[src/sv/bpms_pkg.sv]
// Shared types and constants for the button press mode selector.
// No dependencies; imported by every module of the block.
`default_nettype none

package bpms_pkg;

    // Defaults for the top-level parameters
    localparam int DEBOUNCE_TICKS_DEF = 25;
    localparam int PULSE_TICKS_DEF    = 250;
    localparam int MAX_MODES_DEF      = 8;

    // Configuration register indexes
    localparam logic [2:0] REG_BTN_ACTIVE_HIGH = 3'd0;
    localparam logic [2:0] REG_LED_INVERTED    = 3'd1;
    localparam logic [2:0] REG_MODE_COUNT      = 3'd2;
    localparam logic [2:0] REG_MODE_PATTERN    = 3'd3;
    localparam logic [2:0] REG_LED_COLOUR      = 3'd4;
    localparam logic [2:0] REG_START_MODE      = 3'd5;
    localparam logic [2:0] REG_SHORT_HOLD      = 3'd6;
    localparam logic [2:0] REG_CYCLE_TICKS     = 3'd7;

    // Register reset values
    localparam logic [3:0]  MODE_COUNT_RST  = 4'd4;
    localparam logic [11:0] SHORT_HOLD_RST  = 12'd500;
    localparam logic [11:0] CYCLE_TICKS_RST = 12'd1000;

    localparam logic [11:0] ELAPSED_MAX = 12'hFFF;

    typedef struct packed {
        logic        btn_active_high;
        logic        led_inverted;
        logic [3:0]  mode_count;
        logic [63:0] mode_pattern_table;
        logic [23:0] led_colour_table;
        logic [2:0]  start_mode;
        logic [11:0] short_hold_ticks;
        logic [11:0] cycle_ticks;
    } t_cfg;

    typedef struct packed {
        logic [7:0] mode_pins;
        logic [2:0] led_rgb;
        logic       console_reset_pin;
        logic       save_request;
        logic [2:0] save_value;
    } t_result;

endpackage

`default_nettype wire

[src/sv/bpms_cfg.sv]
// Configuration register file of the mode selector.
// Depends on bpms_pkg for the register indexes, reset values and t_cfg.
`default_nettype none

module bpms_cfg
    import bpms_pkg::*;
(
    input  wire logic        i_clk,
    input  wire logic        i_rst_n,
    input  wire logic        i_wr,
    input  wire logic [2:0]  i_index,
    input  wire logic [63:0] i_data,
    output t_cfg             o_cfg
);

    t_cfg r_cfg;

    always_ff @(posedge i_clk) begin
        if (!i_rst_n) begin
            r_cfg.btn_active_high    <= 1'b0;
            r_cfg.led_inverted       <= 1'b0;
            r_cfg.mode_count         <= MODE_COUNT_RST;
            r_cfg.mode_pattern_table <= '0;
            r_cfg.led_colour_table   <= '0;
            r_cfg.start_mode         <= '0;
            r_cfg.short_hold_ticks   <= SHORT_HOLD_RST;
            r_cfg.cycle_ticks        <= CYCLE_TICKS_RST;
        end else if (i_wr) begin
            unique case (i_index)
                REG_BTN_ACTIVE_HIGH: r_cfg.btn_active_high    <= i_data[0];
                REG_LED_INVERTED:    r_cfg.led_inverted       <= i_data[0];
                REG_MODE_COUNT:      r_cfg.mode_count         <= i_data[3:0];
                REG_MODE_PATTERN:    r_cfg.mode_pattern_table <= i_data;
                REG_LED_COLOUR:      r_cfg.led_colour_table   <= i_data[23:0];
                REG_START_MODE:      r_cfg.start_mode         <= i_data[2:0];
                REG_SHORT_HOLD:      r_cfg.short_hold_ticks   <= i_data[11:0];
                REG_CYCLE_TICKS:     r_cfg.cycle_ticks        <= i_data[11:0];
                default: ;
            endcase
        end
    end

    assign o_cfg = r_cfg;

endmodule

`default_nettype wire

[src/sv/bpms_step.sv]
// Press state machine and result logic: one tick per advance.
// Depends on bpms_pkg for t_cfg, t_result and ELAPSED_MAX.
`default_nettype none

module bpms_step
    import bpms_pkg::*;
#(
    parameter int DEBOUNCE_TICKS = DEBOUNCE_TICKS_DEF,
    parameter int PULSE_TICKS    = PULSE_TICKS_DEF,
    parameter int MAX_MODES      = MAX_MODES_DEF
) (
    input  wire logic i_clk,
    input  wire logic i_rst_n,
    input  wire logic i_advance,
    input  wire logic i_level,
    input  wire t_cfg i_cfg,
    output t_result   o_result
);

    localparam logic [2:0] PH_STARTUP  = 3'd0;
    localparam logic [2:0] PH_IDLE     = 3'd1;
    localparam logic [2:0] PH_DEBOUNCE = 3'd2;
    localparam logic [2:0] PH_SHORT    = 3'd3;
    localparam logic [2:0] PH_CYCLE    = 3'd4;
    localparam logic [2:0] PH_PULSE    = 3'd5;

    localparam logic [11:0] DEBOUNCE_LIM = 12'(DEBOUNCE_TICKS);
    localparam logic [11:0] PULSE_LIM    = 12'(PULSE_TICKS);
    localparam logic [3:0]  MODES_LIM    = 4'(MAX_MODES);

    logic [2:0]  r_phase,   n_phase;
    logic [11:0] r_elapsed, n_elapsed;
    logic [2:0]  r_active,  n_active;
    logic [2:0]  r_shown,   n_shown;

    logic        pressed;
    logic        pulse;
    logic        save;
    logic [3:0]  count;
    logic [11:0] elapsed_up;
    logic [3:0]  shown_nx;
    logic [7:0]  pin_mask;
    logic [2:0]  colour;

    // Modes in use, clamped to 1..MAX_MODES
    always_comb begin
        count = i_cfg.mode_count;
        if (count == 4'd0) begin
            count = 4'd1;
        end
        if (count > MODES_LIM) begin
            count = MODES_LIM;
        end
    end

    assign pressed    = i_cfg.btn_active_high ? i_level : !i_level;
    assign elapsed_up = (r_elapsed < ELAPSED_MAX) ? r_elapsed + 12'd1 : ELAPSED_MAX;
    assign shown_nx   = {1'b0, r_shown} + 4'd1;

    always_comb begin
        n_phase   = r_phase;
        n_elapsed = r_elapsed;
        n_active  = r_active;
        n_shown   = r_shown;
        pulse     = 1'b0;
        save      = 1'b0;
        unique case (r_phase)
            PH_STARTUP: begin
                // Saved mode out of range falls back to mode zero
                n_active  = ({1'b0, i_cfg.start_mode} >= count) ? 3'd0 : i_cfg.start_mode;
                n_shown   = n_active;
                save      = 1'b1;
                pulse     = 1'b1;
                n_elapsed = 12'd1;
                n_phase   = PH_PULSE;
            end
            PH_PULSE: begin
                if (r_elapsed >= PULSE_LIM) begin
                    n_phase   = PH_IDLE;
                    n_elapsed = '0;
                end else begin
                    pulse     = 1'b1;
                    n_elapsed = elapsed_up;
                end
            end
            PH_DEBOUNCE: begin
                if (r_elapsed < DEBOUNCE_LIM) begin
                    n_elapsed = elapsed_up;
                end else if (pressed) begin
                    n_phase = PH_SHORT;
                end else begin
                    n_phase   = PH_IDLE;
                    n_elapsed = '0;
                end
            end
            PH_SHORT: begin
                if (!pressed) begin
                    pulse     = 1'b1;
                    n_elapsed = 12'd1;
                    n_phase   = PH_PULSE;
                end else begin
                    n_elapsed = elapsed_up;
                    if (elapsed_up >= i_cfg.short_hold_ticks) begin
                        n_phase = PH_CYCLE;
                    end
                end
            end
            PH_CYCLE: begin
                if (!pressed) begin
                    if (r_active != r_shown) begin
                        n_active = r_shown;
                        save     = 1'b1;
                    end
                    n_phase   = PH_IDLE;
                    n_elapsed = '0;
                end else if (elapsed_up >= i_cfg.cycle_ticks) begin
                    // Step the shown mode, wrap at the mode count
                    n_shown   = (shown_nx >= count) ? 3'd0 : shown_nx[2:0];
                    n_elapsed = '0;
                end else begin
                    n_elapsed = elapsed_up;
                end
            end
            default: begin
                if (pressed) begin
                    n_phase   = PH_DEBOUNCE;
                    n_elapsed = 12'd1;
                end else begin
                    n_phase   = PH_IDLE;
                    n_elapsed = '0;
                end
            end
        endcase
    end

    // OR of the patterns of all modes in use
    always_comb begin
        pin_mask = '0;
        for (int k = 0; k < 8; k++) begin
            if (4'(k) < count) begin
                pin_mask = pin_mask | i_cfg.mode_pattern_table[k*8 +: 8];
            end
        end
    end

    assign colour = i_cfg.led_colour_table[n_shown*3 +: 3];

    always_comb begin
        o_result.mode_pins         = i_cfg.mode_pattern_table[n_active*8 +: 8] & pin_mask;
        o_result.led_rgb           = i_cfg.led_inverted ? ~colour : colour;
        o_result.console_reset_pin = pulse ? i_cfg.btn_active_high
                                           : !i_cfg.btn_active_high;
        o_result.save_request      = save;
        o_result.save_value        = save ? n_active : 3'd0;
    end

    always_ff @(posedge i_clk) begin
        if (!i_rst_n) begin
            r_phase   <= PH_STARTUP;
            r_elapsed <= '0;
            r_active  <= '0;
            r_shown   <= '0;
        end else if (i_advance) begin
            r_phase   <= n_phase;
            r_elapsed <= n_elapsed;
            r_active  <= n_active;
            r_shown   <= n_shown;
        end
    end

endmodule

`default_nettype wire

[src/sv/button_press_mode_selector.sv]
// Button press mode selector: one button tick item in, one result item out.
// Result path: the item passes the input register, then the result register.
// Throughput: one item per cycle when not stalled; the press state machine updates once per tick.
// Input stalls only while the input register holds an item and a result waits stalled.
// Reset (i_rst_n low, synchronous): registers to their defaults, startup phase, pipeline empty.
// Depends on bpms_pkg, bpms_cfg and bpms_step.
`default_nettype none

module button_press_mode_selector
    import bpms_pkg::*;
#(
    parameter int DEBOUNCE_TICKS = DEBOUNCE_TICKS_DEF,
    parameter int PULSE_TICKS    = PULSE_TICKS_DEF,
    parameter int MAX_MODES      = MAX_MODES_DEF
) (
    input  wire logic        i_clk,
    input  wire logic        i_rst_n,
    input  wire logic        i_in_valid,
    output logic             o_in_stall,
    input  wire logic        i_button_level,
    output logic             o_out_valid,
    input  wire logic        i_out_stall,
    output logic [7:0]       o_mode_pins,
    output logic [2:0]       o_led_rgb,
    output logic             o_console_reset_pin,
    output logic             o_save_request,
    output logic [2:0]       o_save_value,
    input  wire logic        i_cfg_valid,
    output logic             o_cfg_ready,
    input  wire logic [2:0]  i_cfg_index,
    input  wire logic [63:0] i_cfg_data
);

    t_cfg    cfg;
    t_result result;

    logic    r_in_valid;
    logic    r_in_level;
    logic    r_out_valid;
    t_result r_out;
    logic    out_free;
    logic    advance;

    assign o_cfg_ready = 1'b1;

    bpms_cfg u_cfg (
        .i_clk   (i_clk),
        .i_rst_n (i_rst_n),
        .i_wr    (i_cfg_valid),
        .i_index (i_cfg_index),
        .i_data  (i_cfg_data),
        .o_cfg   (cfg)
    );

    assign out_free   = !r_out_valid || !i_out_stall;
    assign advance    = r_in_valid && out_free;
    assign o_in_stall = r_in_valid && !out_free;

    // Input register: hold the item while the result side is blocked
    always_ff @(posedge i_clk) begin
        if (!i_rst_n) begin
            r_in_valid <= 1'b0;
        end else if (!o_in_stall) begin
            r_in_valid <= i_in_valid;
        end
    end

    always_ff @(posedge i_clk) begin
        if (!o_in_stall && i_in_valid) begin
            r_in_level <= i_button_level;
        end
    end

    bpms_step #(
        .DEBOUNCE_TICKS (DEBOUNCE_TICKS),
        .PULSE_TICKS    (PULSE_TICKS),
        .MAX_MODES      (MAX_MODES)
    ) u_step (
        .i_clk     (i_clk),
        .i_rst_n   (i_rst_n),
        .i_advance (advance),
        .i_level   (r_in_level),
        .i_cfg     (cfg),
        .o_result  (result)
    );

    // Result register
    always_ff @(posedge i_clk) begin
        if (!i_rst_n) begin
            r_out_valid <= 1'b0;
        end else if (out_free) begin
            r_out_valid <= r_in_valid;
        end
    end

    always_ff @(posedge i_clk) begin
        if (advance) begin
            r_out <= result;
        end
    end

    assign o_out_valid         = r_out_valid;
    assign o_mode_pins         = r_out.mode_pins;
    assign o_led_rgb           = r_out.led_rgb;
    assign o_console_reset_pin = r_out.console_reset_pin;
    assign o_save_request      = r_out.save_request;
    assign o_save_value        = r_out.save_value;

endmodule

`default_nettype wire
[config.mk]
export PLATFORM = sky130hd
export DESIGN_NAME = button_press_mode_selector
export DESIGN_NICKNAME = d
export VERILOG_FILES = /design/src/sv/bpms_pkg.sv /design/src/sv/bpms_cfg.sv /design/src/sv/bpms_step.sv /design/src/sv/button_press_mode_selector.sv
export SDC_FILE = /design/constraint.sdc
export NUM_CORES = 1
export LEC_CHECK = 0
export BUFFER_PORTS_ARGS = -buffer_cell sky130_fd_sc_hd__buf_4
export CORE_MARGIN = 1.5
export CORE_UTILIZATION = 60
export CTS_CLUSTER_DIAMETER = 150
export CTS_CLUSTER_SIZE = 28
export DETAILED_ROUTE_END_ITERATION = 8
export PLACE_DENSITY_LB_ADDON = 0.1
export SLEW_MARGIN = 20
export SYNTH_ARGS = -nofsm -noshare
export SYNTH_HDL_FRONTEND = slang
export SYNTH_SLANG_ARGS = --single-unit
[constraint.sdc]
create_clock -name i_clk -period 11.81 [get_ports i_clk]
set_input_delay 0.5905 -clock i_clk [delete_from_list [all_inputs] [get_ports i_clk]]
set_output_delay 0.5905 -clock i_clk [all_outputs]
set_load 0.01 [all_outputs]
==> impl_metrics.py <==
metrics = {
    "timing": {
        "period_share": 0.402,
        "relSlewSlack": 0.282,
        "finalSetupViolCount": 0,
        "worstMarginPinSlew_ns": 1.08,
        "max_freq_mhz": 211,
        "skew_ns": 0.00755,
        "fin_crit_ns": 4.75,
        "setup_tns_ns": 0,
        "rsz0062_at_grt": "no",
        "hold_viol": 0,
        "final-max-slew-violation-count": 0,
    },
    "setup_path": {
        "crit_path_start_kind": "register",
        "path_delay_family": "compound AO/OA/AOI/OAI gates",
        "worstSetupEndpointType": "register",
        "required_ns": 11.99,
        "cp.arrival_ns": 4.93,
        "cp_num_buf_inv": 1,
        "crit_fanout": 13,
        "rrSetupSlack_ns": 7.06,
        "crit_path_cell_trace": "ha_1 -> nand2_1 -> nor3_1 -> nand2b_1 -> nand2_1 -> inv_1 -> ha_1 -> or2b_1 -> a31oi_2 -> o221a_4 -> o32ai_4 -> a221oi_4 -> mux2_2 -> nor3b_1 -> a211oi_2 -> xor2_1",
        "cpPeakStageDelay_ns": 0.81,
        "critPathSlowestCell": "a221oi_4",
        "path_class": "register to register",
    },
    "drt": {
        "drtIter0Drc": 598,
        "dr_total_vias": 7511,
        "drt_wl_total_microns": 21500,
        "drc": 0,
        "first_pass_iters": 5,
        "wl_per_cell_microns": 16.9,
        "avgViaCountPerCell": 5.90,
        "ant_nets": 0,
    },
    "global_routing": {
        "antenna_found_initial": 0,
        "grt_max_degree": 83,
        "grt_pass1_wl_microns": 34700,
        "grt_pass1_vias": 6943,
        "grt_usage": 0.301,
        "grt_overflow": 0,
    },
    "clocking": {
        "holdBufCountCts": 0,
        "cts_buffer_depth": 2,
        "cts_setup_buffers": 0,
        "clk_pin_slew_ns": 0.06,
        "cts_made_buffers": 17,
        "cts_sinks": 161,
        "clockRootBuffer": "clkbuf_16",
        "h-tree-depth": 4,
        "cts_tree": "yes",
        "post_cts_resized": 0,
        "insertion_delay_ns": 0.44,
    },
    "min_path": {
        "hold_class": "input pin to register",
    },
    "placed_design": {
        "dpl_cell_area_sq_um": 9110,
        "dp_hpwl_microns": 14900,
        "port_buffers": 90,
        "place_congestion": 0.830,
    },
    "logic_synthesis": {
        "yosys-top-cells-area": "dfxtp_1 34%, nand2_1 11%, mux2i_1 9.8%, a21oi_1 8.0%, edfxtp_1 6.1%",
        "synth_common_cells": "248 x nand2_1, 144 x dfxtp_1, 135 x a21oi_1",
        "ys_warn_count": 0,
        "yosys_most_used_dff": "dfxtp_1",
        "post_synth_num_cell_types": 69,
        "async_flop_share": 0,
        "synth_seq_cells": 161,
        "yosys.area.top_type": "dfxtp_1",
        "syn_inst": 1028,
        "synth_top_area_frac": 0.343,
        "avgSynthCellArea_sq_um": 8.18,
        "synthesis.area_sq_um": 8410,
        "syn-num-nets": 1136,
        "yosysSeqAreaShare": 0.403,
        "synth_edf_count": 17,
        "yosysMostFrequentCell": "nand2_1",
    },
    "finish": {
        "syn2layout_area_growth_pct": 15.7,
        "diodes": 0,
        "final_cell_area_sq_um": 9730,
        "drive_gt1_frac": 0.139,
        "layout.nets": 1189,
    },
    "die": {
        "io_pins": 92,
        "die-area_sq_um": 14700,
        "rows": 43,
        "core_region_area_sq_um": 13800,
        "die_height_microns": 121,
        "die_w_microns": 121,
        "initial_core_util": 0.611,
    },
    "power": {
        "comb_power_share": 0.098,
        "power_per_cell_area_nw_per_um2": 131,
        "p_int_w": 0.000960,
        "p_seq_frac": 0.456,
        "p_switching_w": 0.000316,
        "power.share.clock": 0.445,
        "ir_drop_mv": 0.0924,
        "switching_share": 0.248,
        "p_leak_nw": 3.77,
    },
    "outcome": {
        "status": "finished clean",
    },
    "run": {
        "maxCapViolations": 0,
    },
}
-- power by group through the flow --
stage               Sequential, W  Clock [W]  Combinational [W]
floorplan                0.000589          0          0.0000788
global placement         0.000594          0           0.000122
detailed placement       0.000594          0           0.000124
CTS                      0.000582   0.000570           0.000125
global route             0.000584   0.000594           0.000138
finish                   0.000583   0.000568           0.000126
-- cell type report --
class | instances | area [sq um]
fill | 1148 | 4040
sequential | 161 | 3390
multi-input combinational | 770 | 4650
tap | 180 | 225
timing repair buffer | 95 | 713
clock inverter | 10 | 92.6
inverter | 36 | 136
clock buffer | 22 | 528
-- metrics by stage --
| stage | instances | worst slack [ns] | hold WS [ns] | utilization | power (W) |
|---|---|---|---|---|---|
| after detailed placement | 1242 | 7.13 | 0.446 | 0.661 | 0.000718 |
| after floorplan | 1028 | 7.81 | 0.432 | - | 0.000668 |
| after global routing | 1274 | 6.75 | 0.325 | 0.707 | 0.00132 |
| final | 1274 | 7.06 | 0.333 | 0.707 | 0.00128 |
| after global placement | 1242 | 7.26 | 0.442 | 0.661 | 0.000716 |
| after CTS | 1274 | 7.09 | 0.329 | 0.706 | 0.00128 |
-- worst register-to-register path, stage by stage, from the launching register on --
cell and delay, ns:
dfxtp_1 0.41, ha_1 0.24, nand2_1 0.09, nor3_1 0.36, nand2b_1 0.30, nand2_1 0.20, inv_1 0.09, ha_1 0.28
or2b_1 0.24, a31oi_2 0.22, o221a_4 0.24, o32ai_4 0.13, a221oi_4 0.81, mux2_2 0.43, nor3b_1 0.24, a211oi_2 0.06
xor2_1 0.17
-- metal layers --
layer / GRT usage / part of all wire / vias to the layer above
met5: 0 / 0 / -
met4: 0.118 / 0.030 / 0
met2: 0.498 / 0.47 / 250
li1: - / - / 3699
met3: 0.0592 / 0.058 / 49
met1: 0.386 / 0.44 / 3513
-- worst paths after layout --
path                        from  cells past startpoint              end
min reg2reg      u_cfg.o_cfg[10]                      2  u_cfg.o_cfg[10]
max reg2reg  u_step.r_elapsed[1]                     16     o_led_rgb[1]
min               i_button_level                      1       r_in_level
max          u_step.r_elapsed[1]                     16     o_led_rgb[1]
-- cell families after synthesis --
kind of cell | Yosys count | share of synthesized area
AND/OR/NAND/NOR | 367 | 0.182
multiplexers | 84 | 0.101
adder cells (fa/ha/maj) | 35 | 0.0521
flip-flops | 161 | 0.403
buffers and inverters | 97 | 0.0460
AO/OA/AOI/OAI | 270 | 0.201
XOR/XNOR | 13 | 0.0144
other | 1 | 0.000446
-- cell usage in the layout (no fill, tap or decap), types with 3 or more instances in the layout --
cell type	synthesis	layout
nand2_1	248	248
dfxtp_1	144	144
a21oi_1	135	135
buf_4	1	95
mux2i_1	82	82
nor2_1	59	56
o21ai_0	40	40
ha_1	35	35
inv_1	34	34
clkbuf_16	0	20
edfxtp_1	17	17
o211ai_1	13	13
a22oi_1	12	12
a31oi_1	11	11
nand3_1	10	10
nor3_1	10	10
nand2b_1	9	9
xor2_1	8	8
o22ai_1	8	8
a221oi_1	8	8
a211oi_1	8	8
nor2b_1	7	7
xnor2_1	4	4
o21a_1	4	4
clkinv_2	0	4
and3_1	3	3
a211o_1	3	3
-- flip-flops by register name, indices dropped and copies added (netlist names) --
register / cells
o_save_value: 3
u_cfg.o_cfg: 121
o_led_rgb: 3
o_out_valid: 1
o_console_reset_pin: 1
r_in_valid: 1
u_step.r_elapsed: 12
u_step.r_active: 3
u_step.r_phase: 3
o_save_request: 1
u_step.r_shown: 3
r_in_level: 1
o_mode_pins: 8
Power figures use the tool's default switching activity.
